File: src/sv/mau_pkg.sv
// Package with the item types, operation codes, and shared constants of the modular arithmetic unit.
package mau_pkg;

  localparam int unsigned MOD_W = 31;
  localparam int unsigned EXP_W = 63;
  localparam int unsigned RAW_W = 64;
  localparam int unsigned EXP_BITS_DEF = 64;
  localparam logic [MOD_W-1:0] MODULUS_RESET = 31'd1000000007;

  // Operation codes.
  localparam logic [2:0] OP_REDUCE = 3'd0;
  localparam logic [2:0] OP_ADD    = 3'd1;
  localparam logic [2:0] OP_SUB    = 3'd2;
  localparam logic [2:0] OP_MUL    = 3'd3;
  localparam logic [2:0] OP_DIV    = 3'd4;
  localparam logic [2:0] OP_INV    = 3'd5;
  localparam logic [2:0] OP_NEG    = 3'd6;
  localparam logic [2:0] OP_POW    = 3'd7;

  typedef struct packed {
    logic [2:0]        operation;
    logic [MOD_W-1:0]  operand_a;
    logic [MOD_W-1:0]  operand_b;
    logic [EXP_W-1:0]  exponent;
    logic signed [RAW_W-1:0] raw_value;
  } in_item_t;

  typedef struct packed {
    logic [MOD_W-1:0] result;
    logic             no_inverse;
  } out_item_t;

  // Datapath micro-operations started by the controller.
  localparam logic [3:0] DP_LOAD    = 4'd0;  // latch item, start reducing a
  localparam logic [3:0] DP_REDB    = 4'd1;  // start reducing b
  localparam logic [3:0] DP_REDRAW  = 4'd2;  // start reducing raw magnitude
  localparam logic [3:0] DP_MUL     = 4'd3;  // start acc = acc * a mod m (b * a for multiply)
  localparam logic [3:0] DP_SQR     = 4'd4;  // start a = a * a mod m
  localparam logic [3:0] DP_INVA    = 4'd5;  // start Euclid on a
  localparam logic [3:0] DP_INVB    = 4'd6;  // start Euclid on b
  localparam logic [3:0] DP_SIMPLE  = 4'd7;  // add, sub, neg on a and b
  localparam logic [3:0] DP_FIXRAW  = 4'd8;  // sign correction of reduce
  localparam logic [3:0] DP_NOP     = 4'd9;

  typedef struct packed {
    logic       start;
    logic [3:0] cmd;
  } dp_cmd_t;

  typedef struct packed {
    logic       busy;
    logic       exp_bit;
    logic       exp_done;
    logic       inv_fail;
    logic [2:0] op;
  } dp_sts_t;

endpackage

File: src/sv/mau_control.sv
// Controller: sequences the datapath steps for each item and runs the handshakes.
module mau_control (
  input  logic             clk,
  input  logic             rst_n,
  input  logic             in_valid,
  output logic             in_stall,
  output logic             out_valid,
  input  logic             out_stall,
  input  mau_pkg::dp_sts_t sts,
  output mau_pkg::dp_cmd_t cmd,
  output logic             capture
);

  localparam logic [2:0] C_IDLE = 3'd0;
  localparam logic [2:0] C_RA   = 3'd1;  // a being reduced
  localparam logic [2:0] C_RB   = 3'd2;  // b being reduced
  localparam logic [2:0] C_EXEC = 3'd3;  // dispatch on the operation
  localparam logic [2:0] C_POW  = 3'd4;  // square-and-multiply loop
  localparam logic [2:0] C_SQ   = 3'd5;  // squaring step pending
  localparam logic [2:0] C_FIX  = 3'd6;  // reduce sign fix
  localparam logic [2:0] C_DONE = 3'd7;

  logic [2:0] st_r;
  logic       ov_r;
  logic       accept;
  logic       out_free;

  assign accept    = in_valid && !in_stall;
  assign in_stall  = (st_r != C_IDLE);
  assign out_valid = ov_r;
  // The output register can take a new result when empty or being read.
  assign out_free  = !ov_r || !out_stall;

  // Command decode per state; issued only when the datapath is idle.
  always_comb begin
    cmd.start = 1'b0;
    cmd.cmd   = mau_pkg::DP_NOP;
    capture   = 1'b0;
    unique case (st_r)
      C_IDLE: if (accept) begin cmd.start = 1'b1; cmd.cmd = mau_pkg::DP_LOAD; end
      C_RA:   if (!sts.busy) begin
        cmd.start = 1'b1;
        cmd.cmd = (sts.op == mau_pkg::OP_REDUCE) ? mau_pkg::DP_REDRAW : mau_pkg::DP_REDB;
      end
      C_EXEC: if (!sts.busy) begin
        cmd.start = 1'b1;
        unique case (sts.op)
          mau_pkg::OP_REDUCE: cmd.cmd = mau_pkg::DP_FIXRAW;
          mau_pkg::OP_MUL:    cmd.cmd = mau_pkg::DP_MUL;
          mau_pkg::OP_DIV:    cmd.cmd = mau_pkg::DP_INVB;
          mau_pkg::OP_INV:    cmd.cmd = mau_pkg::DP_INVA;
          mau_pkg::OP_POW:    begin cmd.start = 1'b0; end
          default:            cmd.cmd = mau_pkg::DP_SIMPLE;
        endcase
      end
      C_POW: if (!sts.busy && !sts.exp_done) begin
        cmd.start = 1'b1;
        cmd.cmd = sts.exp_bit ? mau_pkg::DP_MUL : mau_pkg::DP_SQR;
      end
      C_SQ: if (!sts.busy) begin cmd.start = 1'b1; cmd.cmd = mau_pkg::DP_SQR; end
      C_DONE: capture = !sts.busy && out_free;
      default: ;
    endcase
  end

  always_ff @(posedge clk) begin
    if (!rst_n) begin
      st_r <= C_IDLE;
      ov_r <= 1'b0;
    end else begin
      if (capture) ov_r <= 1'b1;
      else if (ov_r && !out_stall) ov_r <= 1'b0;
      unique case (st_r)
        C_IDLE: if (accept) st_r <= C_RA;
        C_RA:   if (!sts.busy) st_r <= (sts.op == mau_pkg::OP_REDUCE) ? C_EXEC : C_RB;
        C_RB:   if (!sts.busy) st_r <= C_EXEC;
        C_EXEC: if (!sts.busy) st_r <= (sts.op == mau_pkg::OP_POW) ? C_POW : C_DONE;
        C_POW:  if (!sts.busy) begin
          if (sts.exp_done) st_r <= C_DONE;
          else if (sts.exp_bit) st_r <= C_SQ;
        end
        C_SQ:   if (!sts.busy) st_r <= C_POW;
        C_FIX:  st_r <= C_DONE;
        C_DONE: if (capture) st_r <= C_IDLE;
        default: st_r <= C_IDLE;
      endcase
    end
  end

  // A result is presented only once the datapath has gone quiet.
  a_out_idle: assert property (@(posedge clk) disable iff (!rst_n)
    $rose(ov_r) |-> !sts.busy) else $error("result raised while datapath busy");
  // A waiting result is never overwritten by the next one.
  a_no_overwrite: assert property (@(posedge clk) disable iff (!rst_n)
    capture |-> out_free) else $error("result overwritten while held");
  // A result held under stall stays valid.
  a_hold: assert property (@(posedge clk) disable iff (!rst_n)
    (ov_r && out_stall) |=> ov_r) else $error("stalled result dropped");

endmodule

File: config.mk
export PLATFORM = sky130hd
export DESIGN_NAME = mau_control
export DESIGN_NICKNAME = d
export VERILOG_FILES = /design/src/sv/mau_pkg.sv /design/src/sv/mau_control.sv
export SDC_FILE = /design/constraint.sdc
export NUM_CORES = 1
export LEC_CHECK = 0
export ABC_AREA = 1
export BUFFER_PORTS_ARGS = -buffer_cell sky130_fd_sc_hd__buf_4
export CAP_MARGIN = 20
export CORE_AREA = 5 5 42 44
export DETAILED_ROUTE_END_ITERATION = 7
export DIE_AREA = 0 0 47 49
export GPL_TIMING_DRIVEN = 0
export PLACE_DENSITY = 0.77
export REMOVE_ABC_BUFFERS = 1
export SETUP_SLACK_MARGIN = 0.2
export SYNTH_ARGS = -nofsm -noshare
export SYNTH_HDL_FRONTEND = slang
export SYNTH_SLANG_ARGS = --single-unit
File: constraint.sdc
create_clock -name clk -period 1.5 [get_ports clk]
set_input_delay 0 -clock clk [delete_from_list [all_inputs] [get_ports clk]]
set_output_delay 0 -clock clk [all_outputs]
set_load 0.02 [all_outputs]
# [After elaboration in Yosys (flattened, before gate mapping)]
# Index checks and enable logic that the tools add are counted.
[totals] inputBits=11 regBits=4 wordCells=61
[classes] n_mux=25 n_reduce_logical=15 n_eq_ne=19
[ops] cell="2-to-1 mux 3 bit" count=10
[ops] cell="2-to-1 mux 5 bit" count=5
[ops] cell="one-hot mux 5 bit (5 select lines)" count=1
[ops] cell="one-hot mux 3 bit (8 select lines)" count=1
[ops] cell="equality test 3 bit (second input constant)" count=7
[ops] cell="one-hot mux 4 bit (5 select lines)" count=1
[ops] cell="!= test 2 bit (second input constant)" count=7
[ops] cell="equality test 3 x 2 -> 1 bit (second input constant)" count=3
[ops] cell="AND reduction 8 bit" count=1
[ops] cell="logical NOT 3 bit" count=2
[ops] cell="logical NOT 1 bit" count=5
[ops] cell="2-to-1 mux 1 bit" count=5
[ops] cell="logical AND 1 bit" count=4
[ops] cell="2-to-1 mux 2 bit" count=2
[ops] cell="equality test 3 x 1 -> 1 bit (second input constant)" count=1
[ops] cell="!= test 3 bit (second input constant)" count=1
[ops] cell="nonzero test 3 bit" count=1
[ops] cell="nonzero test 2 bit" count=1
[ops] cell="logical OR 1 bit" count=1

# [Longest topological paths before layout]
# Gate-level depths: netlist of the first run.
[logic_depth] word_depth=6 depth_mapped=10 depth_no_buf=9

# [Worst setup path before layout of the first run]
# Ideal clock, no wire load.
[synth_path] path_type="register -> output" startpoint="reg st_r[0]" endpoint="out cmd[4] in the netlist's numbering" stages_incl_launch_ff=6 slack_ps=211 t_arrival_ps=1289 cell_sequence="dfxtp_1 > buf_6 > nand2_1 > nor2_2 > a21oi_1 > o21ai_0"
[synth_rtl] element="start, declared" line_no="mau_control.sv:23" rtl="logic [2:0] st_r;"
[synth_rtl] element="start signal, assigned" line_no="mau_control.sv:75" rtl="C_RA: if (!sts.busy) st_r <= (sts.op == mau_pkg::OP_REDUCE) ? C_EXEC : C_RB;"
[synth_rtl] element="start signal, assigned" line_no="mau_control.sv:77" rtl="C_EXEC: if (!sts.busy) st_r <= (sts.op == mau_pkg::OP_POW) ? C_POW : C_DONE;"
[synth_rtl] element="end, declared" line_no="mau_control.sv:10" rtl="output mau_pkg::dp_cmd_t cmd,"

==> summary.md, run 1 <==
| Metric | Value |
|---|---|
| CP peak stage delay | `0.37 ns` |
| DRC viols | `0` |
| ANT nets after route | `0` |
| Worst-path clk slew | `0.04 ns` |
| Die Wd | `47 µm` |
| Layout cell share with drive strength beyond 1 | `0.452` |
| PortBufs | `17` |
| Setup violations, final | `0` |
| Via count | `747` |
| Cell Area, Placed | `667 µm²` |
| Unrepaired setup endpoints after global routing | `yes` |
| Initial Utilization | `0.390` |
| Area growth from synthesis to layout | `55.8%` |
| Via count of the first global-routing pass | `697` |
| #FFs+latches synth | `4` |
| CP bufs+invs | `2` |
| Row Count | `14` |
| Critical path startpoint category | `flip-flop` |
| WP data arrival | `1.35 ns` |
| Sequential element share of the synthesized area | `0.146` |
| Routed len/inst | `12.4 µm` |
| CTS sink count | `4` |
| TritonCTS Buffers | `3` |
| H-tree depth | `1` |
| Cells along the critical path | `nor3_4 > inv_1 > nor2_2 > nand2_1 > o211ai_1 > buf_4` |
| Outcome | `complete, no violations` |
| Placeable Area | `1400 µm²` |
| Iteration-0 DRC Markers | `34` |
| Tot GR Track Use | `0.170` |
| DP HPWL | `1150 µm` |
| Worst skew pair latency | `0.23 ns` |
| Synth area leaders | `nand2_1 17%, dfxtp_1 15%, nor2_1 8.9%` |
| Diode count | `0` |
| Die Area | `2300 µm²` |
| Worst Skew | `0.000367 ns` |
| Post-Synthesis Cells | `96` |
| Peak fanout along the critical path | `6` |
| Yosys cell types | `24` |
| Peak supply drop | `0.00108 V` |
| Final net count | `137` |
| Fillers | `134` |
| TritonRoute pass-1 iters | `4` |
| Register area | `91.3 µm²` |
| Max-Cap Viols | `0` |
| Area of the multi-input gates | `440 µm²` |
| Setup crit end kind | `output pin` |
| Final Cell Area | `852 µm²` |
| Mapped Avg Cell Area | `5.70 µm²` |
| I/O pin cnt | `19` |
| Hold violation total from the final report | `0` |
| Worst hold slack | `0.123 ns` |
| Top-area cell type share of the netlist area | `0.172` |
| Root buf cell | `clkbuf_4` |
| Initial antenna violation count | `0` |
| CP Class | `reg -> out` |
| Worst Hold Class | `in -> reg` |
| Post-Syn Area | `547 µm²` |
| Routability-driven placement congestion ratio | `0.873` |
| Die H | `49 µm` |
| Worst slew pin tran | `0.294 ns` |
| Largest net degree at the start of global routing | `13` |
| Cell Count Post-Placement | `126` |
| CP required | `1.50 ns` |
| Vias per cell | `5.34` |
| Global route total overflow | `0` |
| Slew HR | `0.802` |
| Crit path max-delay cell type | `dfxtp_4` |
| Max Fclk | `0.739 GHz` |
| Final setup TNS | `0 ns` |
| Final Cycle Share | `0.902` |
| Slew Viols, Final | `0` |
| CTS tree | `yes` |
| CTS Buffer Depth | `2` |
| Final Non-Filler Cells | `140` |
| First-pass GRT wire length | `2970 µm` |
| Yosys top cell by area | `nand2_1` |
| Final min period | `1.35 ns` |
| CP delay by family, top | `simple AND/OR/NAND/NOR gates` |
| P per Cell Area | `1660 nW/µm²` |
| Leak Pwr | `0.437 nW` |
| Worst R2R Setup Slack | `0.17 ns` |
| DRT Wirelength | `1740 µm` |
| Pwr Total | `1.41 mW` |
| Yosys warns | `0` |
==> cells by family (layout without fill, tap and decap cells) <==
kind of cell / after synthesis / in the layout / synth area share
AO/OA/AOI/OAI: 13 / 13 / 0.133
AND/OR/NAND/NOR: 64 / 64 / 0.584
flip-flops: 4 / 4 / 0.146
buffers and inverters: 15 / 43 / 0.137
==> final timing paths <==
kind	start	cells past startpoint	endpoint
worst max register to register	st_r[0]	8	st_r[1]
worst min-delay path	out_stall	5	out_valid
worst min register to register	out_valid	4	out_valid
worst max-delay path	st_r[0]	6	cmd[1]
==> cell usage in the layout, fill, tap and decap left out, types with 2 or more instances in the layout <==
master    instances
nand2_1          23
buf_4            22
inv_1            10
nor2_1            8
nand3_1           8
nor2_2            7
a21oi_1           6
nand2_2           4
nor2_4            4
buf_6             4
o21ai_0           3
clkbuf_4          3
dfxtp_4           3
nand3_2           2
nand4_1           2
==> per-layer routing <==
metal  wire, µm  vias up  GRT usage  part of all wire
li1           -      370          -                 -
met5          0        -          0                 0
met2        878       26      0.265              0.50
met3        112        2     0.0554             0.064
met4         14        0     0.0737            0.0080
met1        735      349      0.206              0.42
==> report_power, final <==
group	internal, mW	switching (mW)
combinational	0.453	0.589
clock	0.0892	0.0397
sequential	0.154	0.0866
total	0.695	0.715
==> cells in the mapped netlist <==
cell type	n
a21oi_1	6
a32oi_1	1
nand2_1	25
nor3_4	1
nand4_2	1
nor2_2	5
buf_6	2
inv_4	1
buf_2	1
nor4_1	1
nor3_1	1
nor2_4	1
nand3_1	9
nand3_2	1
nor2_1	13
a31oi_1	1
inv_1	10
inv_2	1
dfxtp_1	4
nand2_2	3
o211ai_1	1
nand4_1	2
o21ai_0	4
nand3b_1	1
==> metrics by stage <==
step,utilization,setup WS (ns)
floorplan,-,0.0630
global placement,0.476,0.0929
detailed placement,0.476,0.0543
CTS,0.586,0.161
global route,0.608,0.0805
finish,0.608,0.146
==> area by class of cell <==
class                   count  share of cell area
flip-flops and latches      4               0.107
clock buffers               3              0.0264
well taps                  16              0.0235
inverters                  12              0.0617
multi-input cells          77               0.517
repair buffers             28               0.264
==> worst reg2reg max path: cells and delay by family, from the launching register on <==
kind	cells	cell delay, ns
DFF	1	0.37
buffers and inverters	2	0.26
and+or+nand+nor	6	0.58
==> timing repair <==
action | 4_1_cts | 5_1_grt
resized for setup | 20 | 9
endpoints found under the hold margin | 1 | 0
hold buffers | 1 | 0
setup buffers | 10 | 0
endpoints found under the setup margin | 9 | 9
pin swaps | 4 | 3
==> flip-flops by register name, indices dropped and copies added (netlist names) <==
register / cells
st_r: 3
out_valid: 1
Power figures use the tool's default switching activity.
==> inputs of run 2 (changes only) <==
--- a/config.mk
+++ b/config.mk
@@ -12,7 +12,7 @@
 export DETAILED_ROUTE_END_ITERATION = 7
 export DIE_AREA = 0 0 47 49
 export GPL_TIMING_DRIVEN = 0
-export PLACE_DENSITY = 0.77
+export PLACE_DENSITY = 0.68
 export REMOVE_ABC_BUFFERS = 1
 export SETUP_SLACK_MARGIN = 0.2
 export SYNTH_ARGS = -nofsm -noshare
==> summary.md, run 2 (synthesis gave the netlist of run 1 again) <==
| Metric | Value |
|---|---|
| Outcome | `complete, no violations` |
| Iteration-0 DRC Markers | `13` |
| CTS sink count | `4` |
| Root buf cell | `clkbuf_4` |
| Peak fanout along the critical path | `5` |
| Global route total overflow | `0` |
| CP Class | `reg -> out` |
| Cell Area, Placed | `667 µm²` |
| Vias per cell | `5.19` |
| Final net count | `141` |
| ANT nets after route | `0` |
| Routed len/inst | `11.8 µm` |
| Worst skew pair latency | `0.23 ns` |
| CTS Buffer Depth | `2` |
| TritonCTS Buffers | `3` |
| CTS tree | `yes` |
| Die H | `49 µm` |
| WP data arrival | `1.35 ns` |
| Routability-driven placement congestion ratio | `0.832` |
| P per Cell Area | `1600 nW/µm²` |
| Power Internal | `0.720 mW` |
| Net Sw Power | `0.725 mW` |
| CP bufs+invs | `3` |
| Peak supply drop | `0.00101 V` |
| Row Count | `14` |
| Area growth from synthesis to layout | `65.4%` |
| Switching Share | `0.502` |
| Slew Viols, Final | `0` |
| Worst hold slack | `0.125 ns` |
| H-tree depth | `1` |
| DRC viols | `0` |
| Most common cell after layout, fill and taps aside | `buf_4` |
| CP peak stage delay | `0.37 ns` |
| DP HPWL | `1080 µm` |
| Die Wd | `47 µm` |
| Largest net degree at the start of global routing | `13` |
| Setup violations, final | `0` |
| I/O pin cnt | `19` |
| Unrepaired setup endpoints after global routing | `yes` |
| Initial Utilization | `0.390` |
| Die Area | `2300 µm²` |
| Sequential share of power | `0.179` |
| Final Cycle Share | `0.898` |
| PortBufs | `17` |
| Diode count | `0` |
| Via count of the first global-routing pass | `673` |
| Worst Skew | `0.00626 ns` |
| Setup crit end kind | `output pin` |
| First-pass GRT wire length | `2820 µm` |
| Final min period | `1.35 ns` |
| Worst-path clk slew | `0.04 ns` |
| Final Cell Area | `905 µm²` |
| Leak Pwr | `0.464 nW` |
| DRT Wirelength | `1700 µm` |
| Fillers | `132` |
| Combinational fraction of design power | `0.728` |
| Biggest register | `st_r` |
| Max reg flops | `3` |
| Initial antenna violation count | `0` |
| Max Fclk | `0.743 GHz` |
| TritonRoute pass-1 iters | `4` |
| CP required | `1.50 ns` |
| Via count | `748` |
| Crit path max-delay cell type | `dfxtp_4` |
| Clk network pwr share | `0.092` |
| Slew HR | `0.816` |
| Tot GR Track Use | `0.164` |
| Cells along the critical path | `inv_8 > buf_4 > nand2_2 > nor2_1 > nor3_1 > o21ai_1 > buf_4` |
| Worst slew pin tran | `0.275 ns` |
| Most common cell on crit path | `buf_4` |
| Placeable Area | `1400 µm²` |
| Hold violation total from the final report | `0` |
| Most frequent cells in the layout | `27 x buf_4, 21 x nand2_1, 9 x inv_1, 9 x nor2_1, 8 x nand3_1` |
| CP delay by family, top | `flip-flops` |
| Layout cell share with drive strength beyond 1 | `0.500` |
| Critical path startpoint category | `flip-flop` |
| Worst Hold Class | `in -> reg` |
| Max-Cap Viols | `0` |
==> run 2: layout make-up <==
type,count,area (µm²),area share
flip-flops and latches,4,91.3,0.101
clock buffers,3,22.5,0.0249
repair buffers,32,258,0.285
multi-input cells,77,460,0.509
inverters,12,52.6,0.0581
well taps,16,20.0,0.0221
==> run 2: power groups by stage <==
stage | Clock [mW] | Combinational (mW) | Sequential, mW
after global routing | 0.160 | 1.15 | 0.268
after floorplan | 0 | 0.525 | 0.207
after global placement | 0 | 0.748 | 0.226
final | 0.133 | 1.05 | 0.259
after CTS | 0.137 | 1.01 | 0.257
after detailed placement | 0 | 0.752 | 0.228
==> run 2: final timing paths <==
| check | from | endpoint | slack, ns | cells past startpoint |
|---|---|---|---|---|
| max | st_r[2] | cmd[4] | 0.15 | 7 |
| max reg2reg | st_r[1] | st_r[0] | 0.20 | 10 |
| min reg2reg | out_valid | out_valid | 0.62 | 4 |
| min | out_stall | out_valid | 0.13 | 5 |
==> run 2: what timing repair did <==
| action | CTS | global route |
|---|---|---|
| resized for setup | 28 | 7 |
| pin swaps | 8 | 5 |
| buffers inserted | 13 | 1 |
| setup endpoints to repair | 9 | 8 |
| hold buffers | 1 | 0 |
| endpoints found under the hold margin | 1 | 0 |
==> run 2: stage by stage <==
step,setup slack (ns),power [mW],util,setup TNS (ns),cells
4_1_cts,0.180,1.40,0.626,0,143
2_1_floorplan,0.0630,0.732,-,0,93
3_5_place_dp,-0.00341,0.980,0.476,-0.00341,126
5_1_grt,0.0704,1.58,0.646,0,144
6_report,0.153,1.44,0.646,0,144
3_3_place_gp,0.0234,0.974,0.476,0,126
==> run 2: metal layers <==
metal	wire length [µm]	track usage
met5	0	0
met1	668	0.188
met3	109	0.0332
met2	923	0.271
met4	0	0.0829
==> run 2: tightest hold or removal path, delay by kind of cell <==
family | cells | cell delay, ns
AND/OR/NAND/NOR | 3 | 0.20
buffers and inverters | 2 | 0.13
